==> config.mk <==
export PLATFORM = sky130hd
export DESIGN_NAME = utf16_to_utf8_transcoder_unit_flat
export DESIGN_NICKNAME = d
export VERILOG_FILES = /design/src/rtl/u16u8_pkg.sv /design/src/rtl/u16u8_if.sv /design/src/rtl/u16u8_front.sv /design/src/rtl/u16u8_fifo.sv /design/src/rtl/u16u8_back.sv /design/src/rtl/utf16_to_utf8_transcoder_unit.sv /design/src/flat_wrapper.sv
export SDC_FILE = /design/constraint.sdc
export NUM_CORES = 1
export LEC_CHECK = 0
export BUFFER_PORTS_ARGS = -buffer_cell sky130_fd_sc_hd__buf_2
export CAP_MARGIN = 30
export CORE_MARGIN = 1.5
export CORE_UTILIZATION = 50
export DETAILED_ROUTE_END_ITERATION = 7
export GPL_TIMING_DRIVEN = 0
export PLACE_DENSITY_LB_ADDON = 0.1
export SETUP_SLACK_MARGIN = 0.1
export SYNTH_ARGS = -nofsm -noshare
export SYNTH_HDL_FRONTEND = slang
export SYNTH_SLANG_ARGS = --single-unit
==> constraint.sdc <==
create_clock -name clk_i -period 10.9 [get_ports clk_i]
set_input_delay 2.18 -clock clk_i [delete_from_list [all_inputs] [get_ports clk_i]]
set_output_delay 2.18 -clock clk_i [all_outputs]
set_load 0.1 [all_outputs]
==> src/rtl/u16u8_pkg.sv <==
// Package for the UTF-16 to UTF-8 transcoder: queue entry type, surrogate
// constants and the length and byte encoder functions. No dependencies.
package u16u8_pkg;

  localparam logic [15:0] HighFirst = 16'hd800;
  localparam logic [15:0] HighLast  = 16'hdbff;
  localparam logic [15:0] LowFirst  = 16'hdc00;
  localparam logic [15:0] LowLast   = 16'hdfff;
  localparam logic [20:0] SuppBase  = 21'h10000;

  localparam logic [7:0] ContMark  = 8'h80;
  localparam logic [7:0] Lead2Mark = 8'hc0;
  localparam logic [7:0] Lead3Mark = 8'he0;
  localparam logic [7:0] Lead4Mark = 8'hf0;

  // One queued job: an optional held surrogate sent alone (three bytes),
  // followed by an optional code point of one to four bytes.
  typedef struct packed {
    logic        has_a;
    logic [9:0]  a_bits;
    logic        has_b;
    logic [20:0] b_cp;
    logic [2:0]  b_len;
    logic        last;
  } job_t;

  function automatic logic [2:0] enc_len(input logic [20:0] cp);
    logic [2:0] len;
    if (cp < 21'h80) begin
      len = 3'd1;
    end else if (cp < 21'h800) begin
      len = 3'd2;
    end else if (cp < SuppBase) begin
      len = 3'd3;
    end else begin
      len = 3'd4;
    end
    return len;
  endfunction

  // Byte k of the UTF-8 sequence of length len for code point cp.
  function automatic logic [7:0] enc_byte(input logic [20:0] cp, input logic [2:0] len,
                                          input logic [1:0] k);
    logic [7:0] b;
    logic [2:0] rem;
    rem = len - 3'd1 - {1'b0, k};
    b = 8'h00;
    if (k == 2'd0) begin
      case (len)
        3'd1:    b = {1'b0, cp[6:0]};
        3'd2:    b = Lead2Mark | {3'b000, cp[10:6]};
        3'd3:    b = Lead3Mark | {4'h0, cp[15:12]};
        default: b = Lead4Mark | {5'b00000, cp[20:18]};
      endcase
    end else begin
      case (rem)
        3'd0:    b = ContMark | {2'b00, cp[5:0]};
        3'd1:    b = ContMark | {2'b00, cp[11:6]};
        default: b = ContMark | {2'b00, cp[17:12]};
      endcase
    end
    return b;
  endfunction

endpackage

==> src/rtl/u16u8_if.sv <==
// Channel interfaces of the transcoder: UTF-16 unit input and UTF-8 byte
// output, each with valid/ready handshake. No dependencies.
interface u16u8_in_if;
  logic        valid;
  logic        ready;
  logic [15:0] code_unit;
  logic        string_end;

  modport source (output valid, output code_unit, output string_end, input ready);
  modport sink   (input valid, input code_unit, input string_end, output ready);
endinterface

interface u16u8_out_if;
  logic       valid;
  logic       ready;
  logic [7:0] utf8_byte;
  logic       run_last;
  logic       string_done;

  modport source (output valid, output utf8_byte, output run_last, output string_done,
                  input ready);
  modport sink   (input valid, input utf8_byte, input run_last, input string_done,
                  output ready);
endinterface

==> src/rtl/u16u8_front.sv <==
// Front end: accepts code units, tracks a held high surrogate and builds jobs.
// Depends on u16u8_pkg.
module u16u8_front (
  input  logic              clk_i,
  input  logic              rst_ni,
  input  logic              in_valid_i,
  input  logic [15:0]       code_unit_i,
  input  logic              string_end_i,
  input  logic              q_full_i,
  output logic              in_ready_o,
  output logic              push_o,
  output u16u8_pkg::job_t   job_o
);
  import u16u8_pkg::*;

  logic       held_q, held_d;
  logic [9:0] hbits_q, hbits_d;
  logic       is_high, is_low, take;
  logic [20:0] pair_cp;

  assign in_ready_o = !q_full_i;
  assign take       = in_valid_i && !q_full_i;
  assign is_high    = (code_unit_i >= HighFirst) && (code_unit_i <= HighLast);
  assign is_low     = (code_unit_i >= LowFirst) && (code_unit_i <= LowLast);
  assign pair_cp    = SuppBase + {1'b0, hbits_q, code_unit_i[9:0]};

  always_comb begin
    held_d  = held_q;
    hbits_d = hbits_q;
    job_o   = '0;
    job_o.last = string_end_i;
    push_o  = 1'b0;
    if (take) begin
      if (held_q && is_low) begin
        held_d      = 1'b0;
        job_o.has_b = 1'b1;
        job_o.b_cp  = pair_cp;
        job_o.b_len = 3'd4;
        push_o      = 1'b1;
      end else begin
        job_o.has_a  = held_q;
        job_o.a_bits = hbits_q;
        if (is_high && !string_end_i) begin
          held_d  = 1'b1;
          hbits_d = code_unit_i[9:0];
          push_o  = held_q;
        end else begin
          held_d      = 1'b0;
          job_o.has_b = 1'b1;
          job_o.b_cp  = {5'b00000, code_unit_i};
          job_o.b_len = enc_len({5'b00000, code_unit_i});
          push_o      = 1'b1;
        end
      end
    end
  end

  always_ff @(posedge clk_i or negedge rst_ni) begin
    if (!rst_ni) begin
      held_q  <= 1'b0;
      hbits_q <= '0;
    end else begin
      held_q  <= held_d;
      hbits_q <= hbits_d;
    end
  end

endmodule

==> src/rtl/u16u8_fifo.sv <==
// Small job queue between front and back end. Depends on u16u8_pkg.
module u16u8_fifo #(
  parameter int unsigned Depth = 4
) (
  input  logic            clk_i,
  input  logic            rst_ni,
  input  logic            push_i,
  input  u16u8_pkg::job_t push_job_i,
  input  logic            pop_i,
  output logic            full_o,
  output logic            empty_o,
  output u16u8_pkg::job_t head_o
);
  import u16u8_pkg::*;

  localparam int unsigned PtrW = (Depth > 1) ? $clog2(Depth) : 1;
  localparam int unsigned CntW = $clog2(Depth + 1);
  localparam logic [PtrW-1:0] LastPtr = PtrW'(Depth - 1);

  job_t            mem_q [Depth];
  logic [PtrW-1:0] wr_q, wr_d, rd_q, rd_d;
  logic [CntW-1:0] cnt_q, cnt_d;

  assign full_o  = (cnt_q == CntW'(Depth));
  assign empty_o = (cnt_q == '0);
  assign head_o  = mem_q[rd_q];

  always_comb begin
    wr_d  = wr_q;
    rd_d  = rd_q;
    cnt_d = cnt_q;
    if (push_i) begin
      wr_d = (wr_q == LastPtr) ? '0 : wr_q + 1'b1;
    end
    if (pop_i) begin
      rd_d = (rd_q == LastPtr) ? '0 : rd_q + 1'b1;
    end
    if (push_i && !pop_i) begin
      cnt_d = cnt_q + 1'b1;
    end else if (pop_i && !push_i) begin
      cnt_d = cnt_q - 1'b1;
    end
  end

  always_ff @(posedge clk_i) begin
    if (push_i) begin
      mem_q[wr_q] <= push_job_i;
    end
  end

  always_ff @(posedge clk_i or negedge rst_ni) begin
    if (!rst_ni) begin
      wr_q  <= '0;
      rd_q  <= '0;
      cnt_q <= '0;
    end else begin
      wr_q  <= wr_d;
      rd_q  <= rd_d;
      cnt_q <= cnt_d;
    end
  end

endmodule

==> src/rtl/u16u8_back.sv <==
// Back end: walks the head job byte by byte into a registered output stage.
// Depends on u16u8_pkg.
module u16u8_back (
  input  logic            clk_i,
  input  logic            rst_ni,
  input  logic            empty_i,
  input  u16u8_pkg::job_t head_i,
  output logic            pop_o,
  output logic            out_valid_o,
  input  logic            out_ready_i,
  output logic [7:0]      utf8_byte_o,
  output logic            run_last_o,
  output logic            string_done_o
);
  import u16u8_pkg::*;

  logic       vld_q, vld_d;
  logic [7:0] byte_q, byte_d;
  logic       rlast_q, rlast_d, sdone_q, sdone_d;
  logic [2:0] idx_q, idx_d;
  logic [2:0] total, kb;
  logic       advance, in_a, final_byte;

  assign total      = (head_i.has_a ? 3'd3 : 3'd0) + (head_i.has_b ? head_i.b_len : 3'd0);
  assign in_a       = head_i.has_a && (idx_q < 3'd3);
  assign kb         = idx_q - (head_i.has_a ? 3'd3 : 3'd0);
  assign final_byte = (idx_q == total - 3'd1);
  assign advance    = !empty_i && (!vld_q || out_ready_i);
  assign pop_o      = advance && final_byte;

  always_comb begin
    vld_d   = vld_q && !out_ready_i;
    byte_d  = byte_q;
    rlast_d = rlast_q;
    sdone_d = sdone_q;
    idx_d   = idx_q;
    if (advance) begin
      vld_d = 1'b1;
      if (in_a) begin
        byte_d = enc_byte({5'b00000, 6'b110110, head_i.a_bits}, 3'd3, idx_q[1:0]);
      end else begin
        byte_d = enc_byte(head_i.b_cp, head_i.b_len, kb[1:0]);
      end
      rlast_d = final_byte;
      sdone_d = final_byte && head_i.last;
      idx_d   = final_byte ? 3'd0 : idx_q + 3'd1;
    end
  end

  always_ff @(posedge clk_i or negedge rst_ni) begin
    if (!rst_ni) begin
      vld_q <= 1'b0;
      idx_q <= '0;
    end else begin
      vld_q <= vld_d;
      idx_q <= idx_d;
    end
  end

  always_ff @(posedge clk_i) begin
    byte_q  <= byte_d;
    rlast_q <= rlast_d;
    sdone_q <= sdone_d;
  end

  assign out_valid_o   = vld_q;
  assign utf8_byte_o   = byte_q;
  assign run_last_o    = rlast_q;
  assign string_done_o = sdone_q;

endmodule

==> src/rtl/utf16_to_utf8_transcoder_unit.sv <==
// UTF-16 to UTF-8 transcoder. The front end takes one code unit per cycle while
// its job queue has room; a high surrogate that is not the last unit of its
// string is held, and a following low surrogate joins it into one four-byte
// sequence, otherwise the held surrogate goes out alone as three bytes. The back
// end sends one byte per cycle through a registered output stage while the
// receiver is ready; an item causes one to four bytes for a unit on its
// own, three to six when a held surrogate is flushed ahead of it, none when a
// surrogate is only held. The single-byte output port sets the sustained rate; the
// queue of FifoDepth jobs lets input keep flowing while the output stalls or drains.
// run_last marks the last byte of an item, string_done the last byte of a string.
// Depends on u16u8_pkg, u16u8_if, u16u8_front, u16u8_fifo and u16u8_back.
module utf16_to_utf8_transcoder_unit #(
  parameter int unsigned FifoDepth = 4
) (
  input  logic                clk_i,
  input  logic                rst_ni,
  u16u8_in_if.sink            in_i,
  u16u8_out_if.source         out_o
);
  import u16u8_pkg::*;

  logic push, pop, full, empty;
  job_t push_job, head_job;

  u16u8_front u_front (
    .clk_i       (clk_i),
    .rst_ni      (rst_ni),
    .in_valid_i  (in_i.valid),
    .code_unit_i (in_i.code_unit),
    .string_end_i(in_i.string_end),
    .q_full_i    (full),
    .in_ready_o  (in_i.ready),
    .push_o      (push),
    .job_o       (push_job)
  );

  u16u8_fifo #(
    .Depth(FifoDepth)
  ) u_fifo (
    .clk_i     (clk_i),
    .rst_ni    (rst_ni),
    .push_i    (push),
    .push_job_i(push_job),
    .pop_i     (pop),
    .full_o    (full),
    .empty_o   (empty),
    .head_o    (head_job)
  );

  u16u8_back u_back (
    .clk_i        (clk_i),
    .rst_ni       (rst_ni),
    .empty_i      (empty),
    .head_i       (head_job),
    .pop_o        (pop),
    .out_valid_o  (out_o.valid),
    .out_ready_i  (out_o.ready),
    .utf8_byte_o  (out_o.utf8_byte),
    .run_last_o   (out_o.run_last),
    .string_done_o(out_o.string_done)
  );

endmodule

==> src/flat_wrapper.sv <==
// flat-port wrapper written by rule: the top's interface ports become plain ports
module utf16_to_utf8_transcoder_unit_flat import u16u8_pkg::*;
#(
  parameter int unsigned FifoDepth = 4
)
  (clk_i, rst_ni, in_i_valid, in_i_code_unit, in_i_string_end, in_i_ready, out_o_valid, out_o_utf8_byte, out_o_run_last, out_o_string_done, out_o_ready);
  u16u8_in_if in_i_i ();
  u16u8_out_if out_o_i ();
  input  logic clk_i;
  input  logic rst_ni;
  input wire logic [$bits(in_i_i.valid)-1:0] in_i_valid;
  input wire logic [$bits(in_i_i.code_unit)-1:0] in_i_code_unit;
  input wire logic [$bits(in_i_i.string_end)-1:0] in_i_string_end;
  output wire logic [$bits(in_i_i.ready)-1:0] in_i_ready;
  output wire logic [$bits(out_o_i.valid)-1:0] out_o_valid;
  output wire logic [$bits(out_o_i.utf8_byte)-1:0] out_o_utf8_byte;
  output wire logic [$bits(out_o_i.run_last)-1:0] out_o_run_last;
  output wire logic [$bits(out_o_i.string_done)-1:0] out_o_string_done;
  input wire logic [$bits(out_o_i.ready)-1:0] out_o_ready;
  assign in_i_i.valid = in_i_valid;
  assign in_i_i.code_unit = in_i_code_unit;
  assign in_i_i.string_end = in_i_string_end;
  assign in_i_ready = in_i_i.ready;
  assign out_o_valid = out_o_i.valid;
  assign out_o_utf8_byte = out_o_i.utf8_byte;
  assign out_o_run_last = out_o_i.run_last;
  assign out_o_string_done = out_o_i.string_done;
  assign out_o_i.ready = out_o_ready;
  utf16_to_utf8_transcoder_unit #(.FifoDepth(FifoDepth)) u_core (.clk_i(clk_i), .rst_ni(rst_ni), .in_i(in_i_i), .out_o(out_o_i));
endmodule
=== Yosys cells after proc, flatten, opt, wreduce, memory -nomap -nowiden ===
Memory sizes are Yosys's and may differ from the RTL's.
Cells that the tools add are included.

* Add/subtract/negate cells: 12
* Bitwise logic cells: 1
* Muxes and demuxes: 27
* Equal/unequal tests: 9
* Reduce and logical (&&, ||, !) cells: 27
* $lt $le $gt $ge: 7

{| class="wikitable"
|+ Operators by type and width
! kind !! number
|-
| 25-bit 2-to-1 mux || 2
|-
| 36-bit 2-to-1 mux || 1
|-
| 16-bit greater-or-equal comparator, second input constant || 2
|-
| 16-bit less-or-equal comparator, second input constant || 2
|-
| 6-bit one-hot mux with 2 select lines || 2
|-
| 8-bit one-hot mux with 3 select lines || 1
|-
| 17-bit by 20-bit adder with 21-bit output, first input constant || 1
|-
| 16-bit by 12-bit < comparator with 1-bit output, second input constant || 1
|-
| 16-bit by 8-bit < comparator with 1-bit output, second input constant || 1
|-
| 8-bit 2-to-1 mux || 2
|-
| 1-bit logical AND || 12
|-
| 3-bit 2-to-1 mux || 4
|-
| 11-bit 2-to-1 mux || 1
|-
| 3-bit by 1-bit == test with 1-bit output, second input constant || 3
|-
| 3-bit logical NOT || 3
|-
| 1-bit 2-to-1 mux || 9
|-
| 3-bit by 1-bit subtractor with 3-bit output, second input constant || 3
|-
| 2-bit 2-to-1 mux || 4
|-
| 1-bit logical NOT || 7
|-
| 7-bit 2-to-1 mux || 1
|-
| 3-bit by 1-bit adder with 3-bit output, second input constant || 2
|-
| 3-bit by 2-bit == test with 1-bit output, second input constant || 2
|-
| 2-bit by 1-bit adder with 2-bit output, second input constant || 2
|-
| 2-bit == test, second input constant || 2
|-
| 12 further kinds || 13
|}

* Flip-flop bits (word level): 32
* Bits in writable memories: 148
* Input bits: 21
* Memories kept: 1
* Logic and storage cells: 94

{| class="wikitable"
|+ Memories
! memory !! words !! bits a word !! rd ports !! clocked after memory_dff !! wr ports !! RTL line !! text
|-
| u_core.u_fifo.mem_q || 4 || 37 || 1 || 0 || 1 || u16u8_fifo.sv:20 || <nowiki>job_t mem_q [Depth];</nowiki>
|}

=== Logic depth before layout (Yosys ltp) ===
Gate-level depths: netlist of run 1.

* Depth in word-level cells: 10
* Mapped depth: 19

=== Modules after synthesis ===
Synthesis of run 1 repeated with hierarchy kept, for this count alone.

* Cells, all modules: 467
* Area total of the unflattened synthesis: 7971.4 um2

{| class="wikitable"
|+ By module, submodules not included
! module !! times used !! cells an instance !! seq. area each (um2) !! area an instance (um2)
|-
| u16u8_fifo || 1 || 230 || 4619.4 || 5746.8
|-
| u16u8_back || 1 || 141 || 400.4 || 1296.2
|-
| u16u8_front || 1 || 96 || 275.3 || 928.4
|}

=== Worst setup path after synthesis of run 1 ===
Ideal clock, no wire load.

* Kind: input -> register
* Start point: in in_i_code_unit[12]
* End point: mem u_core.u_fifo.mem_q[0][0] (netlist name), enable pin
* Stages: 5
* Data required time: 10.464 ns
* Data arrival time: 4.473 ns
* Setup slack: 5.991 ns
* Path buffers: 1
* Cell sequence: nand4_1 -> or4_1 -> clkbuf_1 -> o21ai_0 -> nor2b_1

* Word-level cells in the longest chain between the ends: 8
* Elaborated cells on any way between the ends: 13
* Those cells by class: order compare (4); mux (5); reduce/logical (4)

{| class="wikitable"
|+ Ends and longest elaborated chain
! item !! RTL line !! text
|-
| from (decl) || flat_wrapper.sv:12 || <nowiki>input wire logic [$bits(in_i_i.code_unit)-1:0] in_i_code_unit;</nowiki>
|-
| 16-bit greater-or-equal comparator / 16-bit less-or-equal comparator (equally long branches) || u16u8_front.sv:23 || <nowiki>assign is_high = (code_unit_i >= HighFirst) && (code_unit_i <= HighLast);</nowiki>
|-
| 1-bit logical AND || u16u8_front.sv:23 ||
|-
| 1-bit logical AND || u16u8_front.sv:43 || <nowiki>if (is_high && !string_end_i) begin</nowiki>
|-
| 1-bit 2-to-1 mux || u16u8_front.sv:43 ||
|-
| 1-bit 2-to-1 mux (*) || u16u8_front.sv:34 || <nowiki>if (held_q && is_low) begin</nowiki>
|-
| 1-bit 2-to-1 mux (*) || u16u8_front.sv:33 || <nowiki>if (take) begin</nowiki>
|-
| 1-bit 2-to-1 mux (*) || u16u8_fifo.sv:46 || <nowiki>if (push_i) begin</nowiki>
|-
| 1-bit 2-to-1 mux (not written as such) (*) || u16u8_fifo.sv:47 || <nowiki>mem_q[wr_q] <= push_job_i;</nowiki>
|-
| to (decl) || u16u8_fifo.sv:20 ||
|}

Mark *: on every way between the ends. The rest lies on a longest branch, timed or not.

=== Final worst setup path of run 1 ===
* Start point: in in_i_code_unit[15]
* End point: reg u_core.u_fifo.cnt_q[1]

* Elaborated cells on any way between the ends: 16
* Those cells by class: order compare (4); mux (4); reduce/logical (8)

{| class="wikitable"
|+ RTL lines
! item !! RTL line !! text
|-
| 16-bit greater-or-equal comparator / 16-bit less-or-equal comparator (equally long branches) || u16u8_front.sv:23 ||
|-
| 1-bit logical AND || u16u8_front.sv:23 ||
|-
| 1-bit logical AND || u16u8_front.sv:43 ||
|-
| 1-bit 2-to-1 mux || u16u8_front.sv:43 ||
|-
| 1-bit 2-to-1 mux (*) || u16u8_front.sv:34 ||
|-
| 1-bit 2-to-1 mux (*) || u16u8_front.sv:33 ||
|-
| net u_core.push || utf16_to_utf8_transcoder_unit.sv:22 || <nowiki>logic push, pop, full, empty;</nowiki>
|-
| 1-bit logical AND (*) || u16u8_fifo.sv:38 || <nowiki>if (push_i && !pop_i) begin</nowiki>
|-
| 3-bit 2-to-1 mux (*) || u16u8_fifo.sv:38 ||
|-
| net u_core.u_fifo.cnt_d[1] || u16u8_fifo.sv:22 || <nowiki>logic [CntW-1:0] cnt_q, cnt_d;</nowiki>
|-
| to (signal assigned) || u16u8_fifo.sv:59 || <nowiki>cnt_q <= cnt_d;</nowiki>
|-
| to (decl) || u16u8_fifo.sv:22 ||
|}

The timed path passes the listed nets; every way through them passes the cells marked *.
A chain may end at the register's enable or synchronous reset.

==> impl_metrics.tcl, run 1 <==
set metrics [dict create \
    place_congestion 0.7822 \
    yosys_warnings 0 \
    wire_per_inst_um 23.65 \
    finalSetupViolations 0 \
    grt_pass1_vias 4372 \
    cp_data_arrival_time_ns 4.63 \
    yosysUniqueCellTypes 55 \
    yosys.area_share.simple_pct 6.021 \
    yosysSeqAreaShare_pct 65.85 \
    finClkSkew_ns 0.007611 \
    dp_hpwl_um 12430 \
    synth_edf_count 158 \
    critPathKind "input port to register" \
    drc 0 \
    vias 4306 \
    cts_resized 0 \
    rows 46 \
    grt.overflow.total 0 \
    p_leak_nw 3.299 \
    post-route-period-util_pct 39.64 \
    syn-cell-area_um2 8041 \
    ant_nets 0 \
    synth_xor_area_share_pct 1.696 \
    root_buffer "clkbuf_16" \
    period_needed_ns 4.320 \
    ios 33 \
    post-cts-setup-buffer-count 0 \
    synth_compound_area_share_pct 4.154 \
    core_area_um2 15770 \
    path_cells "buf_2, nand4_1, or4_1, clkbuf_1, o21ai_0, inv_1, ha_1, inv_1, fa_1, mux2_2" \
    cp_slowest_stage_delay_ns 0.50 \
    status "completed" \
    critPathSlowestCell "o21ai_0" \
    drtIter0Drc 408 \
    vias_per_cell 5.827 \
    postSynthCellCount 453 \
    postRouteWirelength_um 17480 \
    die_area_um2 16850 \
    endpoint_kind "register" \
    numCtsBuffers 17 \
    synth_top_family_by_area "multiplexers" \
    ctsHoldBuffers 0 \
    h-tree-depth 4 \
    chipWidth_um 129.8 \
    antenna_found_initial 0 \
    path_common_cell "inv_1" \
    grt_util_all_layers_pct 22.48 \
    max_freq_mhz 231.5 \
    hold_viol_final 0 \
    grt_pass1_wl_um 26420 \
    tns_ns 0 \
    max_slew_margin_pct 48.90 \
    area_delta_synth_final_pct 14.27 \
    grt_max_degree 28 \
    syn_area_per_cell_um2 17.75 \
    clock_sinks 180 \
    synthAdderAreaFrac_pct 2.987 \
    ys.flop_type "edfxtp_1" \
    power_density_nw_per_um2 332.4 \
    num_antenna_cells 0 \
    clkTransAtPathRegs_ns 0.06 \
    drt_pass1_iterations 4 \
    vdd_drop_max_uv 181.8 \
    hold_path_class "register to register" \
    ys_ff_latch 180 \
    required_ns 11.21 \
    die_h_um 129.8 \
    worstPathMaxFanout 6 \
    clk_latency_ns 0.43 \
    startpoint_type "input port" \
    syn-num-nets 492 \
    drive_above_1_share_pct 30.21 \
    clk_path_buf_depth 2 \
    cts_tree "built" \
    tightest_slew_ns 0.7665 \
    synthArstFlopShare_pct 12.22 \
    numPortBuffers 32 \
    synthMuxAreaShare_pct 17.21 \
    maxSlewViolCount 0 \
    rsz0062_at_grt "false" \
    maxCapViolCount 0 \
    nFillCells 1209 \
    nNetsFinal 549 \
    initial_core_util_pct 50.99 \
    total_power_mw 3.055 \
]
[flip-flops by register name, summed over array words and instances, names as in the netlist]
name	count
u_core.u_front.held_q	1
u_core.u_fifo.mem_q	148
u_core.u_back.out_valid_o	1
u_core.u_back.run_last_o	1
u_core.u_fifo.rd_q	2
u_core.u_fifo.cnt_q	3
u_core.u_back.string_done_o	1
u_core.u_back.utf8_byte_o	8
u_core.u_front.hbits_q	10
u_core.u_fifo.wr_q	2
u_core.u_back.idx_q	3
[per-stage QoR]
step           util, %  hold WS (ns)  instance area, um^2  cells  worst slack [ns]
6_report         58.27        0.5074                 9189    739             6.580
5_1_grt          58.27        0.5126                 9189    739             6.387
4_1_cts          58.27        0.5087                 9189    739             6.568
3_5_place_dp     54.50        0.4959                 8594    707             6.119
3_3_place_gp     53.72        0.4777                 8472    701             4.125
2_1_floorplan        -        0.4565                 8041    453             5.991
[path summary, 6_finish.rpt]
check / from / endpoint / slack [ns] / cells past startpoint
worst max-delay path: in_i_code_unit[15] / u_core.u_fifo.cnt_q[1] / 6.58 / 10
worst min-delay path: u_core.u_fifo.cnt_q[2] / u_core.u_fifo.cnt_q[2] / 0.51 / 1
worst max register to register: u_core.u_fifo.rd_q[1] / u_core.u_fifo.cnt_q[1] / 6.64 / 17
worst min register to register: u_core.u_fifo.cnt_q[2] / u_core.u_fifo.cnt_q[2] / 0.51 / 1
max in group asynchronous: rst_ni / u_core.u_fifo.cnt_q[1] / 8.73 / 1
min in group asynchronous: rst_ni / u_core.u_back.idx_q[1] / 1.75 / 1
[Yosys cell counts, types with 3 or more instances]
cell	number	area, um^2
a21oi_1	11	55.05
buf_4	3	22.52
a22o_1	5	43.79
mux4_2	47	1059
nor2_1	15	56.30
a211oi_1	9	67.56
buf_2	8	40.04
mux2_2	17	191.4
or4_1	3	22.52
edfxtp_1	158	4745
dfrtp_1	22	550.5
a221oi_1	4	35.03
clkbuf_1	5	18.77
nand3_1	5	25.02
nand2_1	13	48.80
inv_1	16	60.06
mux2i_1	7	70.07
and3_1	11	68.82
nor2b_1	4	25.02
xor2_1	5	43.79
nor3_1	4	20.02
and2_1	16	100.1
xnor2_1	3	26.28
ha_1	16	200.2
o21ai_0	9	45.04
[layout make-up]
class	instances	area, um^2	share of cell area, %
Sequential cell	180	5295	57.63
Multi-Input combinational cell	238	2609	28.39
Clock buffer	19	442.9	4.820
Tap cell	216	270.3	2.941
Timing Repair Buffer	38	252.7	2.751
Clock inverter	13	151.4	1.648
Buffer	19	107.6	1.171
Inverter	16	60.06	0.6536
[routing by layer]
metal  GRT usage [%]  up-vias  wire (um)
met5               0        -          0
met4           7.908        0        306
met3           5.166       22        935
met2           34.39      131       8298
met1           32.14     2217       7939
li1                -     1936          -
[logic make-up after synthesis]
logic type | Yosys count
compound gates | 49
xor+xnor | 11
fa+ha+maj | 18
buf+inv | 35
flops | 180
mux | 75
simple gates | 85
[worst max-delay path: cells and delay by family]
family / cells / cell delay (ns)
multiplexers: 1 / 0.26
AO/OA/AOI/OAI: 1 / 0.50
adder cells (fa/ha/maj): 2 / 0.63
buffers and inverters: 4 / 0.47
AND/OR/NAND/NOR: 2 / 0.59
[placed cells by master (no fill, tap or decap), types with 3 or more instances in the layout]
cell type     n
a221oi_1      4
clkbuf_1      6
dfrtp_1      22
clkinv_4      5
buf_12        4
mux2i_1       7
xor2_1        5
buf_2        41
inv_1        16
and2_1       16
mux2_2       17
nand2_1      13
nor3_1        4
xnor2_1       3
clkinvlp_4    4
a22o_1        5
nand3_1       5
and3_1       11
edfxtp_1    158
o21ai_0       9
nor2_1       15
ha_1         16
clkbuf_16    17
buf_4         4
mux4_2       47
or4_1         3
nor2b_4       4
a211oi_1      9
a21oi_1      11
[power by group]
group / total (mW) / switching [mW] / internal, mW
registers: 1.02 / 0.0651 / 0.955
logic: 1.42 / 0.836 / 0.587
clock network: 0.612 / 0.265 / 0.347
(Power assumes the default switching activity.)
==> run 2, diff against run 1 <==
Clock period 10.9 ns to 3.6 ns, I/O delays scaled along.
==> run 2 against run 1 <==
The flow now finishes with violations (setup timing). Sequential power increased to 3.0 times the previous value. Routed wire length increased by 2.3%. Via count increased by 2.5%. Non-clock buffer count increased by 16. Register-to-register slack got worse by 6.7 ns. Critical path depth increased by 6. Die area unchanged. Power increased to 3.2 times the previous value. Largest cell class unchanged.
==> impl_metrics.tcl, run 2 (synthesized netlist as in run 1, its figures left out) <==
set metrics [dict create \
    ios 33 \
    vdd_drop_max_uv 520.4 \
    drc 0 \
    clkTransAtPathRegs_ns 0.07 \
    finalSetupViolations 1 \
    cp_data_arrival_time_ns 3.93 \
    clk_latency_ns 0.43 \
    p_sw_mw 3.704 \
    drt_pass1_iterations 5 \
    grt.overflow.total 0 \
    place_congestion 0.8227 \
    nFillCells 1218 \
    cts_tree "built" \
    nNetsFinal 565 \
    maxSlewViolCount 0 \
    numPortBuffers 32 \
    num_antenna_cells 0 \
    clk_path_buf_depth 2 \
    tns_ns -0.01394 \
    combPwrFrac_pct 49.8 \
    area_delta_synth_final_pct 16.70 \
    post-route-period-util_pct 100.4 \
    ant_nets 0 \
    dp_hpwl_um 12340 \
    die_h_um 129.8 \
    largest_reg_flops 148 \
    tightest_slew_ns 0.7658 \
    clkPwrFrac_pct 18.4 \
    ctsHoldBuffers 0 \
    mostFrequentLayoutCell "edfxtp_1" \
    core_area_um2 15770 \
    rsz0062_at_grt "true" \
    seqPwrFrac_pct 31.8 \
    vias 4413 \
    max_slew_margin_pct 48.95 \
    hold_viol_final 0 \
    violations "setup timing" \
    finalNonFillerCells 755 \
    maxCapViolCount 0 \
    status "finished with violations" \
    grt_pass1_wl_um 27020 \
    wire_per_inst_um 23.68 \
    fin_area_um2 9384 \
    placed_cell_area_um2 8612 \
    numCtsBuffers 17 \
    grt_util_all_layers_pct 22.87 \
    setup_slack_ns -0.01394 \
    post-place-ws_ns -0.3792 \
    grt_pass1_vias 4508 \
    h-tree-depth 4 \
    critPathKind "register to register" \
    p_int_mw 6.046 \
    drtIter0Drc 456 \
    r2r_cells 16 \
    ff2ff_setup_slack_ns -0.01 \
    die_area_um2 16850 \
    chipWidth_um 129.8 \
    r2r_end "u_core.u_fifo.cnt_q[1]" \
    largest-register "u_core.u_fifo.mem_q" \
    vias_per_cell 5.845 \
    startpoint_type "register" \
    hold_ws_ns 0.2886 \
    required_ns 3.92 \
    rows 46 \
    postRouteWirelength_um 17880 \
    endpoint_kind "register" \
    p_leak_nw 3.393 \
    layout_common_cells "edfxtp_1, mux4_2, buf_2" \
    period_needed_ns 3.614 \
    worstPathMaxFanout 5 \
    finClkSkew_ns 0.009712 \
    max_freq_mhz 276.7 \
    initial_core_util_pct 50.99 \
    power_density_nw_per_um2 1039 \
    grt_max_degree 25 \
    worstReg2RegStart "u_core.u_fifo.rd_q[0]" \
    hold_path_class "input port to asynchronous set/reset pin" \
    antenna_found_initial 1 \
    drive_above_1_share_pct 34.51 \
    switching_share_pct 37.99 \
    dp.cells 707 \
    clock_sinks 180 \
    root_buffer "clkbuf_16" \
]
[run 2: cell types whose count changed in the layout (fill, tap and decap cells not counted), sizes merged]
cell / change
clkinv: +2
buf: +16
clkinvlp: -2
[run 2: cell type report]
class	instances	area [um^2]	share of cell area, %
sequential	180	5296	56.44
multi-input combinational	238	2675	28.51
clock buffer	19	432.9	4.613
timing repair buffer	55	384.1	4.093
tap	216	270.3	2.880
clock inverter	13	133.9	1.427
buffer	18	126.4	1.347
inverter	16	65.06	0.6933
[run 2: worst max-delay path: stages (launching register included)]
cell	delay (ns)
dfrtp_1	0.37
buf_6	0.15
mux4_2	0.56
buf_8	0.15
nand2_4	0.06
ha_4	0.20
inv_4	0.05
ha_4	0.11
xnor3_1	0.22
and3_4	0.17
nor4_4	0.28
and2_4	0.23
inv_4	0.04
ha_4	0.15
inv_2	0.05
fa_2	0.42
mux2_4	0.27
[run 2: worst max path at each step]
stage | from | endpoint | slack (ns) | cells after the start
2_1_floorplan | u_core.u_fifo.cnt_q[2] | u_core.u_fifo.mem_q[0][0] | -0.002 | 4
3_3_place_gp | in_i_code_unit[12] | u_core.u_fifo.mem_q[0][32] | -1.79 | 6
4_1_cts | u_core.u_fifo.rd_q[0] | u_core.u_fifo.cnt_q[1] | 0.01 | 17
5_1_grt | u_core.u_fifo.rd_q[0] | u_core.u_fifo.cnt_q[1] | -0.13 | 16
6_report | u_core.u_fifo.rd_q[0] | u_core.u_fifo.cnt_q[1] | -0.01 | 16
3_5_place_dp | u_core.u_fifo.rd_q[1] | u_core.u_fifo.cnt_q[1] | -0.38 | 17
[run 2: power groups by stage]
stage | combinational [mW] | sequential [mW] | clock [mW]
finish | 4.86 | 3.10 | 1.80
global route | 5.17 | 3.14 | 1.89
CTS | 4.74 | 3.09 | 1.81
detailed placement | 4.38 | 3.13 | 0
global placement | 4.24 | 3.15 | 0
floorplan | 2.90 | 3.50 | 0
[run 2: per-layer routing]
metal | up-vias | track usage (%) | share of wire [%]
met5 | - | 0 | 0
met4 | 0 | 6.405 | 1.3
met3 | 18 | 4.633 | 5.3
met2 | 132 | 37.01 | 49
met1 | 2294 | 32.01 | 44
li1 | 1969 | - | -
[run 2: what timing repair did]
item	4_1_cts	5_1_grt
pin swaps	9	5
setup buffers	13	4
setup endpoints to repair	9	5
resized for setup	20	7
cloned	0	0
[run 2: through the flow]
stage | util [%] | power [mW]
floorplan | - | 6.402
global placement | 53.83 | 7.386
detailed placement | 54.61 | 7.511
CTS | 59.16 | 9.638
global route | 59.50 | 10.20
finish | 59.50 | 9.750
==> run 3, diff against run 2 <==
Settings changed: CTS_BUF_LIST from default to sky130_fd_sc_hd__clkbuf_8, SLEW_MARGIN from default to 20.
==> run 3 against run 2 <==
The run now ends clean. Sequential power is essentially flat. Cell count grew 0.40%. Global-route usage shrank 0.19 points. Largest power group unchanged. Highest routed layer unchanged.
==> impl_metrics.tcl, run 3 (synthesized netlist as in run 1, its figures left out) <==
set metrics [dict create \
    drt_pass1_iterations 6 \
    critPathSlowestCell "mux4_2" \
    post-route-period-util_pct 98.27 \
    grt_max_degree 23 \
    chipWidth_um 129.8 \
    place_congestion 0.8227 \
    grt_util_all_layers_pct 22.68 \
    grt_pass1_vias 4438 \
    die_h_um 129.8 \
    layout_common_cells "edfxtp_1, mux4_2, buf_2" \
    vias_per_cell 5.753 \
    drc 0 \
    root_buffer "clkbuf_8" \
    met3_wirelength_um 818 \
    max_slew_margin_pct 44.61 \
    h-tree-depth 4 \
    clkTransAtPathRegs_ns 0.09 \
    cp_slowest_stage_delay_ns 0.56 \
    path_cells "buf_6, buf_6, mux4_2, buf_6, nand2_4, ha_4, inv_2, ha_4, xnor3_1, a21oi_2, nor4_4, and2_4, inv_4, ha_4, inv_2, fa_1, mux2_4" \
    worstReg2RegStart "u_core.u_fifo.rd_q[0]" \
    cts_tree "built" \
    finClkSkew_ns 0.008970 \
    clk_path_buf_depth 2 \
    nNetsFinal 568 \
    p_leak_nw 3.339 \
    cp_data_arrival_time_ns 3.88 \
    numPortBuffers 32 \
    drtIter0Drc 467 \
    r2r_cells 17 \
    dp_hpwl_um 12450 \
    clk_latency_ns 0.46 \
    clock_sinks 180 \
    tns_ns 0 \
    antenna_found_initial 0 \
    postRouteWirelength_um 17740 \
    vdd_drop_max_uv 501.9 \
    dp.cells 705 \
    wire_per_inst_um 23.41 \
    hold_path_class "input port to asynchronous set/reset pin" \
    numCtsBuffers 17 \
    die_area_um2 16850 \
    detailroute.wirelength.met2_um 8572 \
    finalSetupViolations 0 \
    required_ns 3.95 \
    period_needed_ns 3.538 \
    r2r_end "u_core.u_fifo.cnt_q[1]" \
    worstPathMaxFanout 4 \
    ff2ff_setup_slack_ns 0.06 \
    finalNonFillerCells 758 \
    rows 46 \
    hold_viol_final 0 \
    mostFrequentLayoutCell "edfxtp_1" \
    endpoint_kind "register" \
    critPathKind "register to register" \
    power_density_nw_per_um2 1016 \
    core_area_um2 15770 \
    status "completed" \
    grt.overflow.total 0 \
    startpoint "u_core.u_fifo.rd_q[0]" \
    largest-register "u_core.u_fifo.mem_q" \
    grt_pass1_wl_um 26830 \
    initial_core_util_pct 50.99 \
    startpoint_type "register" \
    hold_ws_ns 0.2547 \
    max_freq_mhz 282.7 \
    ant_nets 0 \
    ios 33 \
    largest_reg_flops 148 \
    num_antenna_cells 0 \
    crit_end "u_core.u_fifo.cnt_q[1]" \
    maxSlewViolCount 0 \
    maxCapViolCount 0 \
    ctsHoldBuffers 0 \
    top_layer_used "met4" \
    vias 4361 \
    drive_above_1_share_pct 35.79 \
    area_delta_synth_final_pct 14.94 \
    tightest_slew_ns 0.8309 \
    rsz0062_at_grt "true" \
    wl_met1_um 8184 \
]
run 3: cell count changes in the layout (fill, tap and decap cells not counted), moves of 2 or more:
cell       before  now
buf_6           5    8
clkbuf_16      17    0
inv_2           1    4
a21oi_2         0    2
clkbuf_1        7    5
clkbuf_8        0   18
run 3: repair_timing:
action / 4_1_cts / 5_1_grt
endpoints found under the setup margin: 9 / 6
setup buffers: 16 / 5
pin swaps: 8 / 4
endpoints found under the hold margin: 0 / 0
resized for setup: 25 / 7
run 3: per-layer routing:
| layer | track usage (%) | up-vias |
|---|---|---|
| met4 | 6.340 | 0 |
| met3 | 4.387 | 15 |
| met5 | 0 | - |
| li1 | - | 1965 |
| met1 | 33.02 | 2266 |
| met2 | 35.42 | 115 |
run 3: per-stage QoR:
stage | power (mW) | worst slack, ns | utilization [%] | cell area (um^2)
floorplan | 6.402 | -0.002210 | - | 8059
global placement | 7.386 | -1.789 | 53.83 | 8489
detailed placement | 7.511 | -0.4025 | 54.55 | 8603
CTS | 9.187 | 0.01047 | 58.15 | 9170
global route | 9.876 | -0.03852 | 58.61 | 9243
finish | 9.393 | 0.06243 | 58.61 | 9243
run 3: worst min path at each step:
stage | start | to | slack (ns) | cells past startpoint
2_1_floorplan | rst_ni | u_core.u_back.idx_q[0] | 0.42 | 0
5_1_grt | rst_ni | u_core.u_back.idx_q[0] | 0.27 | 1
4_1_cts | rst_ni | u_core.u_back.idx_q[1] | 0.25 | 1
3_5_place_dp | u_core.u_fifo.cnt_q[2] | u_core.u_fifo.cnt_q[2] | 0.50 | 1
6_report | rst_ni | u_core.u_back.idx_q[1] | 0.25 | 1
3_3_place_gp | u_core.u_fifo.cnt_q[2] | u_core.u_fifo.cnt_q[2] | 0.48 | 1
run 3: layout make-up:
type,count,area [um^2]
Clock inverter,14,135.1
Inverter,16,62.56
Buffer,18,126.4
Tap cell,216,270.3
Multi-Input combinational cell,238,2684
Timing Repair Buffer,58,420.4
Clock buffer,18,247.7
Fill cell,1229,6528
Sequential cell,180,5296
run 3: report_power, final:
part	total (mW)	switching, mW	internal (mW)	leakage, nW
clock	1.35	0.716	0.631	0.202
sequential	3.09	0.199	2.89	1.77
combinational	4.96	2.71	2.24	1.37
total	9.39	3.63	5.76	3.34
run 3: critical path: cells and delay by family (launching register included):
| kind | cells | cell delay (ns) |
|---|---|---|
| buffers and inverters | 6 | 0.54 |
| flip-flops | 1 | 0.39 |
| AND/OR/NAND/NOR | 3 | 0.56 |
| adder cells (fa/ha/maj) | 4 | 0.81 |
| XOR/XNOR | 1 | 0.22 |
| AO/OA/AOI/OAI | 1 | 0.06 |
| multiplexers | 2 | 0.83 |
